[config.mk]
export PLATFORM = sky130hd
export DESIGN_NAME = sorted_insert_priority_queue_top
export DESIGN_NICKNAME = d
export VERILOG_FILES = /design/src/rtl/sipq_pkg.sv /design/src/rtl/sipq_ram.sv /design/src/rtl/sorted_insert_priority_queue_top.sv
export SDC_FILE = /design/constraint.sdc
export NUM_CORES = 1
export LEC_CHECK = 0
export BUFFER_PORTS_ARGS = -buffer_cell sky130_fd_sc_hd__buf_2
export CORE_UTILIZATION = 50
export CTS_CLUSTER_DIAMETER = 100
export CTS_CLUSTER_SIZE = 10
export DETAILED_ROUTE_END_ITERATION = 6
export PLACE_DENSITY_LB_ADDON = 0.25
export SLEW_MARGIN = 10
export SYNTH_ARGS = -nofsm -noshare
export SYNTH_HDL_FRONTEND = slang
export SYNTH_SLANG_ARGS = --single-unit
[constraint.sdc]
create_clock -name clk -period 9.7 [get_ports clk]
set_input_delay 1.94 -clock clk [delete_from_list [all_inputs] [get_ports clk]]
set_output_delay 1.94 -clock clk [all_outputs]
set_load 0.005 [all_outputs]
[src/rtl/sipq_pkg.sv]
`timescale 1ns / 1ps

package sipq_pkg;

    localparam int DEPTH_DEFAULT = 16;
    localparam int TIME_W = 16;
    localparam int INFO_W = 8;
    localparam int ENTRY_W = TIME_W + INFO_W;
    localparam int STATUS_W = 2;
    localparam int OCC_W = 5;

    localparam logic CMD_ENQ = 1'b0;
    localparam logic CMD_DEQ = 1'b1;

    localparam logic [STATUS_W-1:0] STATUS_OK = 2'd0;
    localparam logic [STATUS_W-1:0] STATUS_FULL = 2'd1;
    localparam logic [STATUS_W-1:0] STATUS_EMPTY = 2'd2;

    typedef struct packed {
        logic [TIME_W-1:0] time_key;
        logic [INFO_W-1:0] info;
    } entry_t;

    typedef enum logic [2:0] {
        ST_IDLE,
        ST_ENQ_START,
        ST_ENQ_CMP,
        ST_DEQ_WAIT,
        ST_FIN
    } state_t;

endpackage

[src/rtl/sipq_ram.sv]
`timescale 1ns / 1ps

module sipq_ram #(
    parameter int DEPTH = sipq_pkg::DEPTH_DEFAULT,
    localparam int AW = $clog2(DEPTH)
) (
    input  logic                   clk,
    input  logic                   wr_en,
    input  logic [AW-1:0]          wr_addr,
    input  sipq_pkg::entry_t       wr_data,
    input  logic                   rd_en,
    input  logic [AW-1:0]          rd_addr,
    output sipq_pkg::entry_t       rd_data
);

    sipq_pkg::entry_t mem [DEPTH];

    always_ff @(posedge clk)
    begin
        if (wr_en)
        begin
            mem[wr_addr] <= wr_data;
        end
    end

    always_ff @(posedge clk)
    begin
        if (rd_en)
        begin
            rd_data <= mem[rd_addr];
        end
    end

endmodule

[src/rtl/sorted_insert_priority_queue_top.sv]
`timescale 1ns / 1ps

// Priority queue of (time, info) entries held sorted by time in a circular buffer of
// DEPTH slots; equal times leave in arrival order. One command is taken at a time and
// in_stall stays high until its result has been moved into the output register. A
// rejected command goes straight to the final step, a dequeue first reads the head entry,
// an enqueue into an empty queue writes its entry at once, and any other enqueue walks
// toward the head past every stored entry with a larger time. The next command can be
// taken in the cycle after the result is loaded. Each step of the insertion walk is one
// memory read, one time compare and one memory write in the entry store.
// A waiting result stalls the final step until res_stall drops.
module sorted_insert_priority_queue_top #(
    parameter int DEPTH = sipq_pkg::DEPTH_DEFAULT
) (
    input  logic                               clk,
    input  logic                               rst_n,
    input  logic                               in_valid,
    output logic                               in_stall,
    input  logic                               cmd,
    input  logic [sipq_pkg::TIME_W-1:0]        item_time,
    input  logic [sipq_pkg::INFO_W-1:0]        item_info,
    output logic                               res_valid,
    input  logic                               res_stall,
    output logic                               out_valid,
    output logic [sipq_pkg::TIME_W-1:0]        out_time,
    output logic [sipq_pkg::INFO_W-1:0]        out_info,
    output logic [sipq_pkg::STATUS_W-1:0]      status,
    output logic [sipq_pkg::OCC_W-1:0]         occupancy
);

    localparam int AW = $clog2(DEPTH);
    localparam int CW = $clog2(DEPTH + 1);

    function automatic logic [AW-1:0] slot_next(input logic [AW-1:0] i);
        slot_next = (i == AW'(DEPTH - 1)) ? '0 : i + AW'(1);
    endfunction

    function automatic logic [AW-1:0] slot_prev(input logic [AW-1:0] i);
        slot_prev = (i == '0) ? AW'(DEPTH - 1) : i - AW'(1);
    endfunction

    sipq_pkg::state_t state_reg, state_next;

    logic [AW-1:0] head_reg, head_next;
    logic [AW-1:0] tail_reg, tail_next;
    logic [CW-1:0] count_reg, count_next;
    logic [AW-1:0] pos_reg, pos_next;
    sipq_pkg::entry_t new_reg, new_next;
    sipq_pkg::entry_t r_entry_reg, r_entry_next;
    logic r_valid_reg, r_valid_next;
    logic [sipq_pkg::STATUS_W-1:0] r_status_reg, r_status_next;

    logic res_valid_reg, res_valid_next;
    logic out_valid_reg, out_valid_next;
    sipq_pkg::entry_t out_entry_reg, out_entry_next;
    logic [sipq_pkg::STATUS_W-1:0] status_reg, status_next;
    logic [sipq_pkg::OCC_W-1:0] occ_reg, occ_next;

    logic accept;
    logic is_full;
    logic is_empty;
    logic out_free;
    logic less;
    logic [AW-1:0] pos_prev;

    logic wr_en;
    logic [AW-1:0] wr_addr;
    sipq_pkg::entry_t wr_data;
    logic rd_en;
    logic [AW-1:0] rd_addr;
    sipq_pkg::entry_t rd_data;

    sipq_ram #(
        .DEPTH(DEPTH)
    ) u_ram (
        .clk(clk),
        .wr_en(wr_en),
        .wr_addr(wr_addr),
        .wr_data(wr_data),
        .rd_en(rd_en),
        .rd_addr(rd_addr),
        .rd_data(rd_data)
    );

    assign accept = in_valid && !in_stall;
    assign is_full = (count_reg >= CW'(DEPTH));
    assign is_empty = (count_reg == '0);
    assign out_free = !res_valid_reg || !res_stall;
    assign pos_prev = slot_prev(pos_reg);
    // shared compare: new entry passes a neighbor only on a strictly larger time
    assign less = (new_reg.time_key < rd_data.time_key);

    assign in_stall = (state_reg != sipq_pkg::ST_IDLE);
    assign res_valid = res_valid_reg;
    assign out_valid = out_valid_reg;
    assign out_time = out_entry_reg.time_key;
    assign out_info = out_entry_reg.info;
    assign status = status_reg;
    assign occupancy = occ_reg;

    always_comb
    begin
        state_next = state_reg;
        case (state_reg)
            sipq_pkg::ST_IDLE:
            begin
                if (accept)
                begin
                    if (cmd == sipq_pkg::CMD_ENQ)
                    begin
                        state_next = is_full ? sipq_pkg::ST_FIN : sipq_pkg::ST_ENQ_START;
                    end
                    else
                    begin
                        state_next = is_empty ? sipq_pkg::ST_FIN : sipq_pkg::ST_DEQ_WAIT;
                    end
                end
            end
            sipq_pkg::ST_ENQ_START:
            begin
                state_next = (pos_reg == head_reg) ? sipq_pkg::ST_FIN : sipq_pkg::ST_ENQ_CMP;
            end
            sipq_pkg::ST_ENQ_CMP:
            begin
                if (!less)
                begin
                    state_next = sipq_pkg::ST_FIN;
                end
                else if (pos_prev == head_reg)
                begin
                    state_next = sipq_pkg::ST_ENQ_START;
                end
            end
            sipq_pkg::ST_DEQ_WAIT:
            begin
                state_next = sipq_pkg::ST_FIN;
            end
            sipq_pkg::ST_FIN:
            begin
                if (out_free)
                begin
                    state_next = sipq_pkg::ST_IDLE;
                end
            end
            default:
            begin
                state_next = sipq_pkg::ST_IDLE;
            end
        endcase
    end

    always_comb
    begin
        head_next = head_reg;
        tail_next = tail_reg;
        count_next = count_reg;
        pos_next = pos_reg;
        new_next = new_reg;
        r_entry_next = r_entry_reg;
        r_valid_next = r_valid_reg;
        r_status_next = r_status_reg;
        res_valid_next = res_valid_reg && res_stall;
        out_valid_next = out_valid_reg;
        out_entry_next = out_entry_reg;
        status_next = status_reg;
        occ_next = occ_reg;
        wr_en = 1'b0;
        wr_addr = pos_reg;
        wr_data = new_reg;
        rd_en = 1'b0;
        rd_addr = pos_prev;

        case (state_reg)
            sipq_pkg::ST_IDLE:
            begin
                if (accept)
                begin
                    new_next = '{time_key: item_time, info: item_info};
                    pos_next = tail_reg;
                    r_valid_next = 1'b0;
                    r_entry_next = '0;
                    r_status_next = sipq_pkg::STATUS_OK;
                    if (cmd == sipq_pkg::CMD_ENQ)
                    begin
                        if (is_full)
                        begin
                            r_status_next = sipq_pkg::STATUS_FULL;
                        end
                    end
                    else if (is_empty)
                    begin
                        r_status_next = sipq_pkg::STATUS_EMPTY;
                    end
                    else
                    begin
                        rd_en = 1'b1;
                        rd_addr = head_reg;
                    end
                end
            end
            sipq_pkg::ST_ENQ_START:
            begin
                if (pos_reg == head_reg)
                begin
                    wr_en = 1'b1;
                    tail_next = slot_next(tail_reg);
                    count_next = count_reg + CW'(1);
                end
                else
                begin
                    rd_en = 1'b1;
                end
            end
            sipq_pkg::ST_ENQ_CMP:
            begin
                wr_en = 1'b1;
                if (less)
                begin
                    // move the larger neighbor up one slot and keep walking
                    wr_data = rd_data;
                    pos_next = pos_prev;
                    if (pos_prev != head_reg)
                    begin
                        rd_en = 1'b1;
                        rd_addr = slot_prev(pos_prev);
                    end
                end
                else
                begin
                    tail_next = slot_next(tail_reg);
                    count_next = count_reg + CW'(1);
                end
            end
            sipq_pkg::ST_DEQ_WAIT:
            begin
                r_valid_next = 1'b1;
                r_entry_next = rd_data;
                head_next = slot_next(head_reg);
                count_next = count_reg - CW'(1);
            end
            sipq_pkg::ST_FIN:
            begin
                if (out_free)
                begin
                    res_valid_next = 1'b1;
                    out_valid_next = r_valid_reg;
                    out_entry_next = r_entry_reg;
                    status_next = r_status_reg;
                    occ_next = sipq_pkg::OCC_W'(count_reg);
                end
            end
            default:
            begin
            end
        endcase
    end

    always_ff @(posedge clk or negedge rst_n)
    begin
        if (!rst_n)
        begin
            state_reg <= sipq_pkg::ST_IDLE;
            head_reg <= '0;
            tail_reg <= '0;
            count_reg <= '0;
            res_valid_reg <= 1'b0;
        end
        else
        begin
            state_reg <= state_next;
            head_reg <= head_next;
            tail_reg <= tail_next;
            count_reg <= count_next;
            res_valid_reg <= res_valid_next;
        end
    end

    always_ff @(posedge clk)
    begin
        pos_reg <= pos_next;
        new_reg <= new_next;
        r_entry_reg <= r_entry_next;
        r_valid_reg <= r_valid_next;
        r_status_reg <= r_status_next;
        out_valid_reg <= out_valid_next;
        out_entry_reg <= out_entry_next;
        status_reg <= status_next;
        occ_reg <= occ_next;
    end

endmodule

## Yosys cells after proc, flatten, opt, wreduce, memory -nomap -nowiden

Memories as Yosys holds them, arrays and structs flattened. A register that Yosys moved wholly into a read port is not among the register bits.
Cells that the tools add are included.

| storage, ports and cells | value |
|---|---|
| memories kept | 1 |
| input bits | 29 |
| output and inout bits | 34 |
| flip-flop bits (word level) | 104 |
| bits in writable memories | 384 |

Memory list:

| name | words | width | rd ports | clocked after memory_dff | wr ports | line | text |
|---|---|---|---|---|---|---|---|
| u_ram.mem | 16 | 24 | 1 | 1 | 1 | sipq_ram.sv:16 | `sipq_pkg::entry_t mem [DEPTH];` |

| cells by class | value |
|---|---|
| equal/unequal tests | 15 |
| $add $sub $neg | 6 |
| reductions and logical operators | 22 |
| magnitude comparators | 2 |
| muxes and demuxes | 50 |

Operators by type and width:

| cell | count |
|---|---|
| 24-bit two-way mux | 3 |
| 4-bit two-way mux | 13 |
| 24-bit case mux with 2 select lines | 1 |
| 3-bit two-way mux | 8 |
| 4-bit case mux with 2 select lines | 3 |
| 16-bit less-than comparator | 1 |
| 3-bit case mux with 5 select lines | 1 |
| 5-bit case mux with 3 select lines | 1 |
| 1-bit two-way mux | 13 |
| 3-bit AND reduction | 4 |
| 5-bit two-way mux | 2 |
| 2-bit != test (second input constant) | 5 |
| 4-bit by 1-bit adder with 4-bit output (second input constant) | 2 |
| 4-bit equality test | 2 |
| 4-bit equality test (second input constant) | 2 |
| 4-bit zero test | 2 |
| 4-bit by 1-bit subtractor with 4-bit output (second input constant) | 2 |
| 3-bit by 2-bit equality test with 1-bit output (second input constant) | 2 |
| 2-bit AND reduction | 3 |
| 2-bit nonzero test | 3 |
| 3-bit nonzero test | 2 |
| 5-bit by 1-bit adder with 5-bit output (second input constant) | 1 |
| 5-bit >= comparator (second input constant) | 1 |
| 5-bit zero test | 1 |
| 12 further kinds | 17 |

## Longest topological paths before layout

Gate-level depths: netlist of run 1.

| depth | value |
|---|---|
| word-level depth | 7 |
| mapped depth | 13 |
| gate-level depth less buffers | 11 |

## Hierarchy

Synthesis of run 1 repeated with hierarchy kept, for this count alone.

| second synthesis, totals | value |
|---|---|
| cell total of the unflattened synthesis | 1022 |
| area, all modules | 20033.0 µm² |

Modules (own cells, without submodules):

| module | cells an instance | area an instance (µm²) | sequential area each (µm²) | instances |
|---|---|---|---|---|
| sipq_ram | 636 | 15170.8 | 12251.8 | 1 |
| sorted_insert_priority_queue_top | 386 | 4862.2 | 3037.9 | 1 |

## Worst setup path after synthesis of run 1

No wires, ideal clock.

| timing path | value |
|---|---|
| path kind | input to register |
| from | input port res_stall |
| to | register occ_reg (netlist bit occupancy[0]), enable pin |
| required time | 9268 ps |
| stages on the path | 1 |
| slack | 5723 ps |
| arrival | 3545 ps |
| path buffers | 0 |
| path through | a21oi_1 |

| between the ends | value |
|---|---|
| cells in the longest elaborated chain, start to end | 3 |

RTL lines:

| what | line | text |
|---|---|---|
| start, declared | sorted_insert_priority_queue_top.sv:23 | `input logic res_stall,` |
| 1-bit zero test | sorted_insert_priority_queue_top.sv:88 | `assign out_free = !res_valid_reg \|\| !res_stall;` |
| 1-bit logical OR | sorted_insert_priority_queue_top.sv:88 |  |
| 2-bit AND reduction (no line) | n/a |  |
| end signal, assigned | sorted_insert_priority_queue_top.sv:288 | `occ_reg <= occ_next;` |
| end, declared | sorted_insert_priority_queue_top.sv:57 | `logic [sipq_pkg::OCC_W-1:0] occ_reg, occ_next;` |

No other way between the ends.
A chain may end at the register's enable or synchronous reset.

## Worst setup path after layout of run 1

| timing path | value |
|---|---|
| from | register new_reg[11] in the netlist's numbering |
| to | register, netlist name u_ram.rd_data[1] |

| between the ends | value |
|---|---|
| cells in the longest elaborated chain, start to end | 3 |

RTL lines:

| what | line | text |
|---|---|---|
| start, declared | sorted_insert_priority_queue_top.sv:48 | `sipq_pkg::entry_t new_reg, new_next;` |
| start signal, assigned | sorted_insert_priority_queue_top.sv:281 | `new_reg <= new_next;` |
| 16-bit less-than comparator * | sorted_insert_priority_queue_top.sv:91 | `assign less = (new_reg.time_key < rd_data.time_key);` |
| 1-bit two-way mux or 4-bit two-way mux (tied branches) | sorted_insert_priority_queue_top.sv:217 | `if (less)` |
| 1-bit case mux with 3 select lines or 4-bit case mux with 2 select lines (tied branches) | sorted_insert_priority_queue_top.sv:173 | `case (state_reg)` |

Mark *: on every way between the ends. The rest lies on a longest branch, timed or not.

==> results of run 1 <==
==> path summary, 6_finish.rpt <==
| check | startpoint | endpoint | slack, ns |
|---|---|---|---|
| max | new_reg[11] | u_ram.rd_data[1] | 4.33 |
| min | r_entry_reg[18] | out_time[10] | 0.42 |
| max reg2reg | new_reg[11] | u_ram.rd_data[1] | 4.33 |
| min reg2reg | r_entry_reg[18] | out_time[10] | 0.42 |
| max in group asynchronous | rst_n | tail_reg[2] | 8.15 |
| min in group asynchronous | rst_n | count_reg[1] | 1.26 |
==> area by class of cell <==
class | count | share of cell area (%)
sequential | 512 | 62.81
timing repair buffer | 99 | 2.519
clock buffer | 77 | 6.255
inverter | 26 | 0.4009
tap | 585 | 3.007
multi-input combinational | 1000 | 24.82
clock inverter | 3 | 0.1953
==> cell usage after synthesis (4+ instances only) <==
cell	count
edfxtp_1	495
o21ai_0	220
nand3_1	197
o211ai_1	193
a21oi_1	115
clkbuf_1	103
nand2_1	79
nor2_1	43
buf_2	38
ha_1	26
inv_1	26
nor4_1	24
dfrtp_1	17
xnor2_1	11
and3_1	9
nor3_1	7
buf_1	5
nand2b_1	5
xor2_1	5
a31oi_1	4
buf_4	4
nand4_1	4
nor2b_1	4
==> critical path: stages (launching register included) <==
cell	delay [ns]
edfxtp_1	0.48
ha_1	0.26
a2111oi_0	0.79
o32a_2	0.36
nand3_2	0.40
buf_4	0.41
o31ai_1	0.34
o211a_2	0.23
buf_4	0.57
nand2_2	0.75
a21oi_1	0.42
nor4_1	0.08
==> metal layers <==
| metal | vias up | routed length (µm) | global-route usage (%) |
|---|---|---|---|
| li1 | 6556 | - | - |
| met1 | 7246 | 24120 | 36.44 |
| met2 | 771 | 26370 | 40.06 |
| met3 | 137 | 5139 | 5.278 |
| met4 | 0 | 1807 | 10.02 |
| met5 | - | 0 | 0 |
==> cells by family after synthesis <==
group,Yosys count,share of synthesized area (%)
AO/OA/AOI/OAI,560,15.52
XOR/XNOR,16,0.6401
adder cells (fa/ha/maj),27,1.577
flip-flops,512,69.84
buffers and inverters,178,3.406
multiplexers,6,0.3143
AND/OR/NAND/NOR,391,8.710
==> through the flow <==
| stage | utilization, % | cell area, µm² | worst slack, ns | cells |
|---|---|---|---|---|
| after floorplan | - | 21890 | 5.723 | 1690 |
| after global placement | 52.75 | 22770 | 3.766 | 2222 |
| after detailed placement | 52.75 | 22770 | 3.711 | 2222 |
| after CTS | 56.39 | 24340 | 4.355 | 2302 |
| after global routing | 56.39 | 24340 | 3.937 | 2302 |
| final | 56.39 | 24340 | 4.334 | 2302 |
==> key figures, run 1 <==
Floorplanning
  – Chip height: 211.3 µm
  – Initial Utilization: 50.71%
  – Die area: 44630 µm²
  – Die Width: 211.3 µm
  – Core area: 43170 µm²
  – Io pins: 63
  – Num rows: 76

Route
  – Via Count: 14.71k
  – Drc violations: 0
  – Via density: 6.390
  – DRT iter0 DRCs: 1897
  – DRT Pass-1 Iters: 6
  – Post-DR wirelength/cell: 24.95 µm
  – Final antenna-violating net count: 0
  – Final WL: 57.44 mm

Logic synthesis
  – Syn Nets: 1746
  – Asr flop ratio synth: 3.320%
  – Netlist Area Pre-Place: 21890 µm²
  – Synth Flop Type: edfxtp_1
  – Mapped Cells: 1690
  – Warnings from Yosys: 0
  – Leading area contributor after synthesis: edfxtp_1
  – Top area cells in the synthesized netlist: edfxtp_1, o211ai_1, o21ai_0, nand3_1, a21oi_1
  – Syn avg cell area: 12.95 µm²
  – Post-synth EDFFs: 495
  – Part of the Yosys area used for sequential elements: 69.84%
  – Yosys cell types: 58
  – Yosys reg bits: 512
  – Post-synth top area share: 67.89%

Finish
  – Area grow syn2layout: 11.19%
  – Layout cell share with drive strength beyond 1: 11.94%
  – Area occupied by multi-input gates: 6041 µm²
  – Most frequent cells in the layout: edfxtp_1, o21ai_0, nand3_1, o211ai_1, a21oi_1
  – Largest Register: u_ram.mem
  – Antenna diode count: 0
  – Flip-flop count of the largest register after layout: 384
  – Fillers: 3388
  – Most common library cell in the layout ignoring fill and taps: edfxtp_1
  – Nets: 1752
  – Storage cell area: 15290 µm²

CTS
  – Clk_lat worst skew: 0.61 ns
  – H-tree Lvls: 2
  – CTS root buf: clkbuf_16
  – # Post-CTS Setup Buffers: 0
  – Number of gates resized after CTS: 0
  – Clock tree buffer depth: 3
  – CTS tree: done
  – # clock sinks: 512
  – Clock-pin transition on the worst setup and hold timing paths: 0.05 ns
  – CTS buffer count: 57
  – Hold Buf Count CTS: 0

Placement
  – DPL Wire Length: 28.65 mm
  – Port-buffer cells: 62
  – GP Congestion: 0.8337

STA
  – Max-slew violations: 0
  – Total Neg Setup Slack: 0 ns
  – Worst slew pin tran: 1.167 ns
  – Endpoints failing hold: 0
  – Tcrit/Tclk final: 55.32%
  – Relative slew slack: 22.04%
  – Max Clock Freq: 186.3 MHz
  – Crit path time final: 5.366 ns
  – Unrepaired setup endpoints after global routing: false
  – # setup viols final: 0
  – Worst Clk Skew: 0.01760 ns
  – Hold_ws: 0.4154 ns

Global route
  – Number of global-route vias before repair: 14.08k
  – First-pass GRT wire length: 87.02 mm
  – Initial antenna violation count: 0
  – Gr ovfl total: 0
  – Largest net degree at the start of global routing: 194
  – GRT Util Overall: 26.01%

Critical path
  – FF-to-FF path depth: 11
  – Critical Path Source Type: register
  – Worst path required time: 10.05 ns
  – CP Capture Type: register
  – Critical path type: reg -> reg
  – Crit path max fanout: 49
  – WP data arrival: 5.72 ns

Hold path
  – Worst hold path class: reg -> reg
  – Worst Hold Depth: 0

Run status
  – Status: finished, final reports clean

Flow run
  – Max Cap Viol: 0
Power of run 1 is not shown: default switching activity piles up to over one toggle a cycle in this logic, so the estimate is an artifact.
==> inputs of run 2 (changes only) <==
clock period = 5.2 ns   (was 9.7 ns; I/O delays follow)
==> run 2 against run 1 <==
  * The run now ends with slew limit left
  * Final area rose by 0.72%
  * Core utilization up 0.41 points
  * Critical endpoint is now u_ram.rd_data[17]
  * Die area is the same
  * Sequential cell count unchanged
  * Maximum frequency is 13% higher
  * Critical path depth did not move
  * Count of clock-buffer cells in the layout down 10
  * Non-clock buffer count is 19 higher
  * Sequential share of layout area decreased by 0.45 points
  * Critical path type unchanged
==> key figures, run 2 (synthesis results as in run 1) <==
Run status
  – Status: complete, but fails checks
  – Failing checks: slew limit

STA
  – Total Neg Setup Slack: 0 ns (unchanged)
  – Hold_ws: 0.3471 ns (-0.06829 ns)
  – Worst Clk Skew: 0.01789 ns (+0.0002857 ns)
  – Setup slack after layout: 0.4625 ns (-3.871 ns)
  – Relative slew slack: -1.984% (-24 points)
  – Tcrit/Tclk final: 91.11% (+36 points)
  – Worst slew pin tran: 1.530 ns (+0.3631 ns)
  – Crit path time final: 4.738 ns (-0.6290 ns)
  – Max Clock Freq: 211.1 MHz (+13%)
  – Max-slew violations: 69 (+69)
  – Endpoints failing hold: 0 (unchanged)
  – Unrepaired setup endpoints after global routing: false
  – # setup viols final: 0 (unchanged)

Critical path
  – WP data arrival: 5.06 ns (-0.66 ns)
  – FF-to-FF path depth: 11 (unchanged)
  – CP Capture Type: register
  – Reg-to-reg endpoint: u_ram.rd_data[17]
  – Critical Path Source Type: register
  – Critical path type: reg -> reg
  – Worst path required time: 5.52 ns (-4.53 ns)
  – Reg2reg setup slack: 0.46 ns (-3.87 ns)
  – Reg-to-Reg Start: pos_reg[3]
  – Crit path max fanout: 34 (-31%)

CTS
  – CTS tree: done
  – CTS root buf: clkbuf_16
  – # clock sinks: 512 (unchanged)
  – Clock-pin transition on the worst setup and hold timing paths: 0.06 ns (about the same)
  – CTS buffer count: 57 (unchanged)
  – H-tree Lvls: 2 (unchanged)
  – Number of gates resized after CTS: 0 (unchanged)
  – Clock tree buffer depth: 3 (unchanged)
  – # Post-CTS Setup Buffers: 0 (unchanged)
  – Clk_lat worst skew: 0.61 ns (about the same)
  – Hold Buf Count CTS: 0 (unchanged)

Finish
  – Largest Register: u_ram.mem
  – Antenna diode count: 0 (unchanged)
  – Layout cell share with drive strength beyond 1: 12.86% (+0.92 points)
  – Area occupied by multi-input gates: 6036 µm² (about the same)
  – Nets: 1771 (+1.1%)
  – Area grow syn2layout: 11.99%
  – Fillers: 3409 (+0.62%)
  – Flip-flop count of the largest register after layout: 384 (unchanged)
  – Most frequent cells in the layout: edfxtp_1, o21ai_0, nand3_1, o211ai_1, a21oi_1
  – Final core utilization: 56.79% (+0.41 points)
  – Most common library cell in the layout ignoring fill and taps: edfxtp_1
  – Storage cell area: 15290 µm² (unchanged)

Floorplanning
  – Num rows: 76 (unchanged)
  – Io pins: 63 (unchanged)
  – Chip height: 211.3 µm (unchanged)
  – Initial Utilization: 50.71% (unchanged)
  – Die Width: 211.3 µm (unchanged)
  – Core area: 43170 µm² (unchanged)
  – Die area: 44630 µm² (unchanged)

Placement
  – DPL Wire Length: 30.66 mm (+7.0%)
  – GP Congestion: 0.8432 (+1.1%)
  – Port-buffer cells: 62 (unchanged)
  – DP Worst Slack: 0.5917 ns (-3.119 ns)

Global route
  – Largest net degree at the start of global routing: 201 (+3.6%)
  – GRT Util Overall: 26.31% (+0.30 points)
  – Number of global-route vias before repair: 14.16k (+0.57%)
  – Initial antenna violation count: 2 (+2)
  – First-pass GRT wire length: 87.58 mm (+0.65%)
  – Gr ovfl total: 0 (unchanged)

Route
  – Post-DR wirelength/cell: 25.12 µm (+0.67%)
  – DRT iter0 DRCs: 2098 (+11%)
  – Final WL: 58.06 mm (+1.1%)
  – Via density: 6.437 (+0.73%)
  – Via Count: 14.88k (+1.1%)
  – Final antenna-violating net count: 0 (unchanged)
  – Drc violations: 0 (unchanged)
  – DRT Pass-1 Iters: 7 (+1)

Hold path
  – Worst hold path class: in -> async

Flow run
  – Max Cap Viol: 0 (unchanged)
## run 2: worst max-delay path by stage
stage,startpoint,to,cells past startpoint
floorplan,pos_reg[2],u_ram.mem[0][0],7
global placement,pos_reg[3],u_ram.rd_data[19],11
detailed placement,pos_reg[3],u_ram.rd_data[19],11
CTS,pos_reg[3],u_ram.rd_data[19],11
global route,pos_reg[3],u_ram.rd_data[19],11
finish,pos_reg[3],u_ram.rd_data[17],11
## run 2: critical path, stage by stage (launching register included)
cell      delay [ns]
edfxtp_1        0.74
nand2b_1        0.48
o311ai_2        0.28
mux2i_2         0.47
o211ai_4        0.16
xnor2_2         0.45
buf_4           0.40
buf_4           0.44
o211ai_1        0.14
nand3_1         0.14
a21oi_1         0.07
nor4_1          0.65
## run 2: through the flow
| step | std cells | instance area (µm²) |
|---|---|---|
| 2_1_floorplan | 1690 | 21890 |
| 3_3_place_gp | 2241 | 22990 |
| 3_5_place_dp | 2241 | 22990 |
| 4_1_cts | 2311 | 24520 |
| 5_1_grt | 2311 | 24520 |
| 6_report | 2311 | 24520 |
## run 2: area by class of cell
class                           instances  share of cell area [%]
Clock buffer                           67                   6.057
Clock inverter                          3                  0.1939
Inverter                               26                  0.3980
Multi-Input combinational cell       1000                   24.62
Sequential cell                       512                   62.36
Tap cell                              585                   2.985
Timing Repair Buffer                  118                   3.388
## run 2: routing by layer
| layer | track usage, % | wire, µm |
|---|---|---|
| met1 | 37.35 | 23880 |
| met4 | 8.496 | 1432 |
| met2 | 40.76 | 26890 |
| met3 | 5.337 | 5837 |
| met5 | 0 | 11 |
Power of run 2 is left out for the same reason.
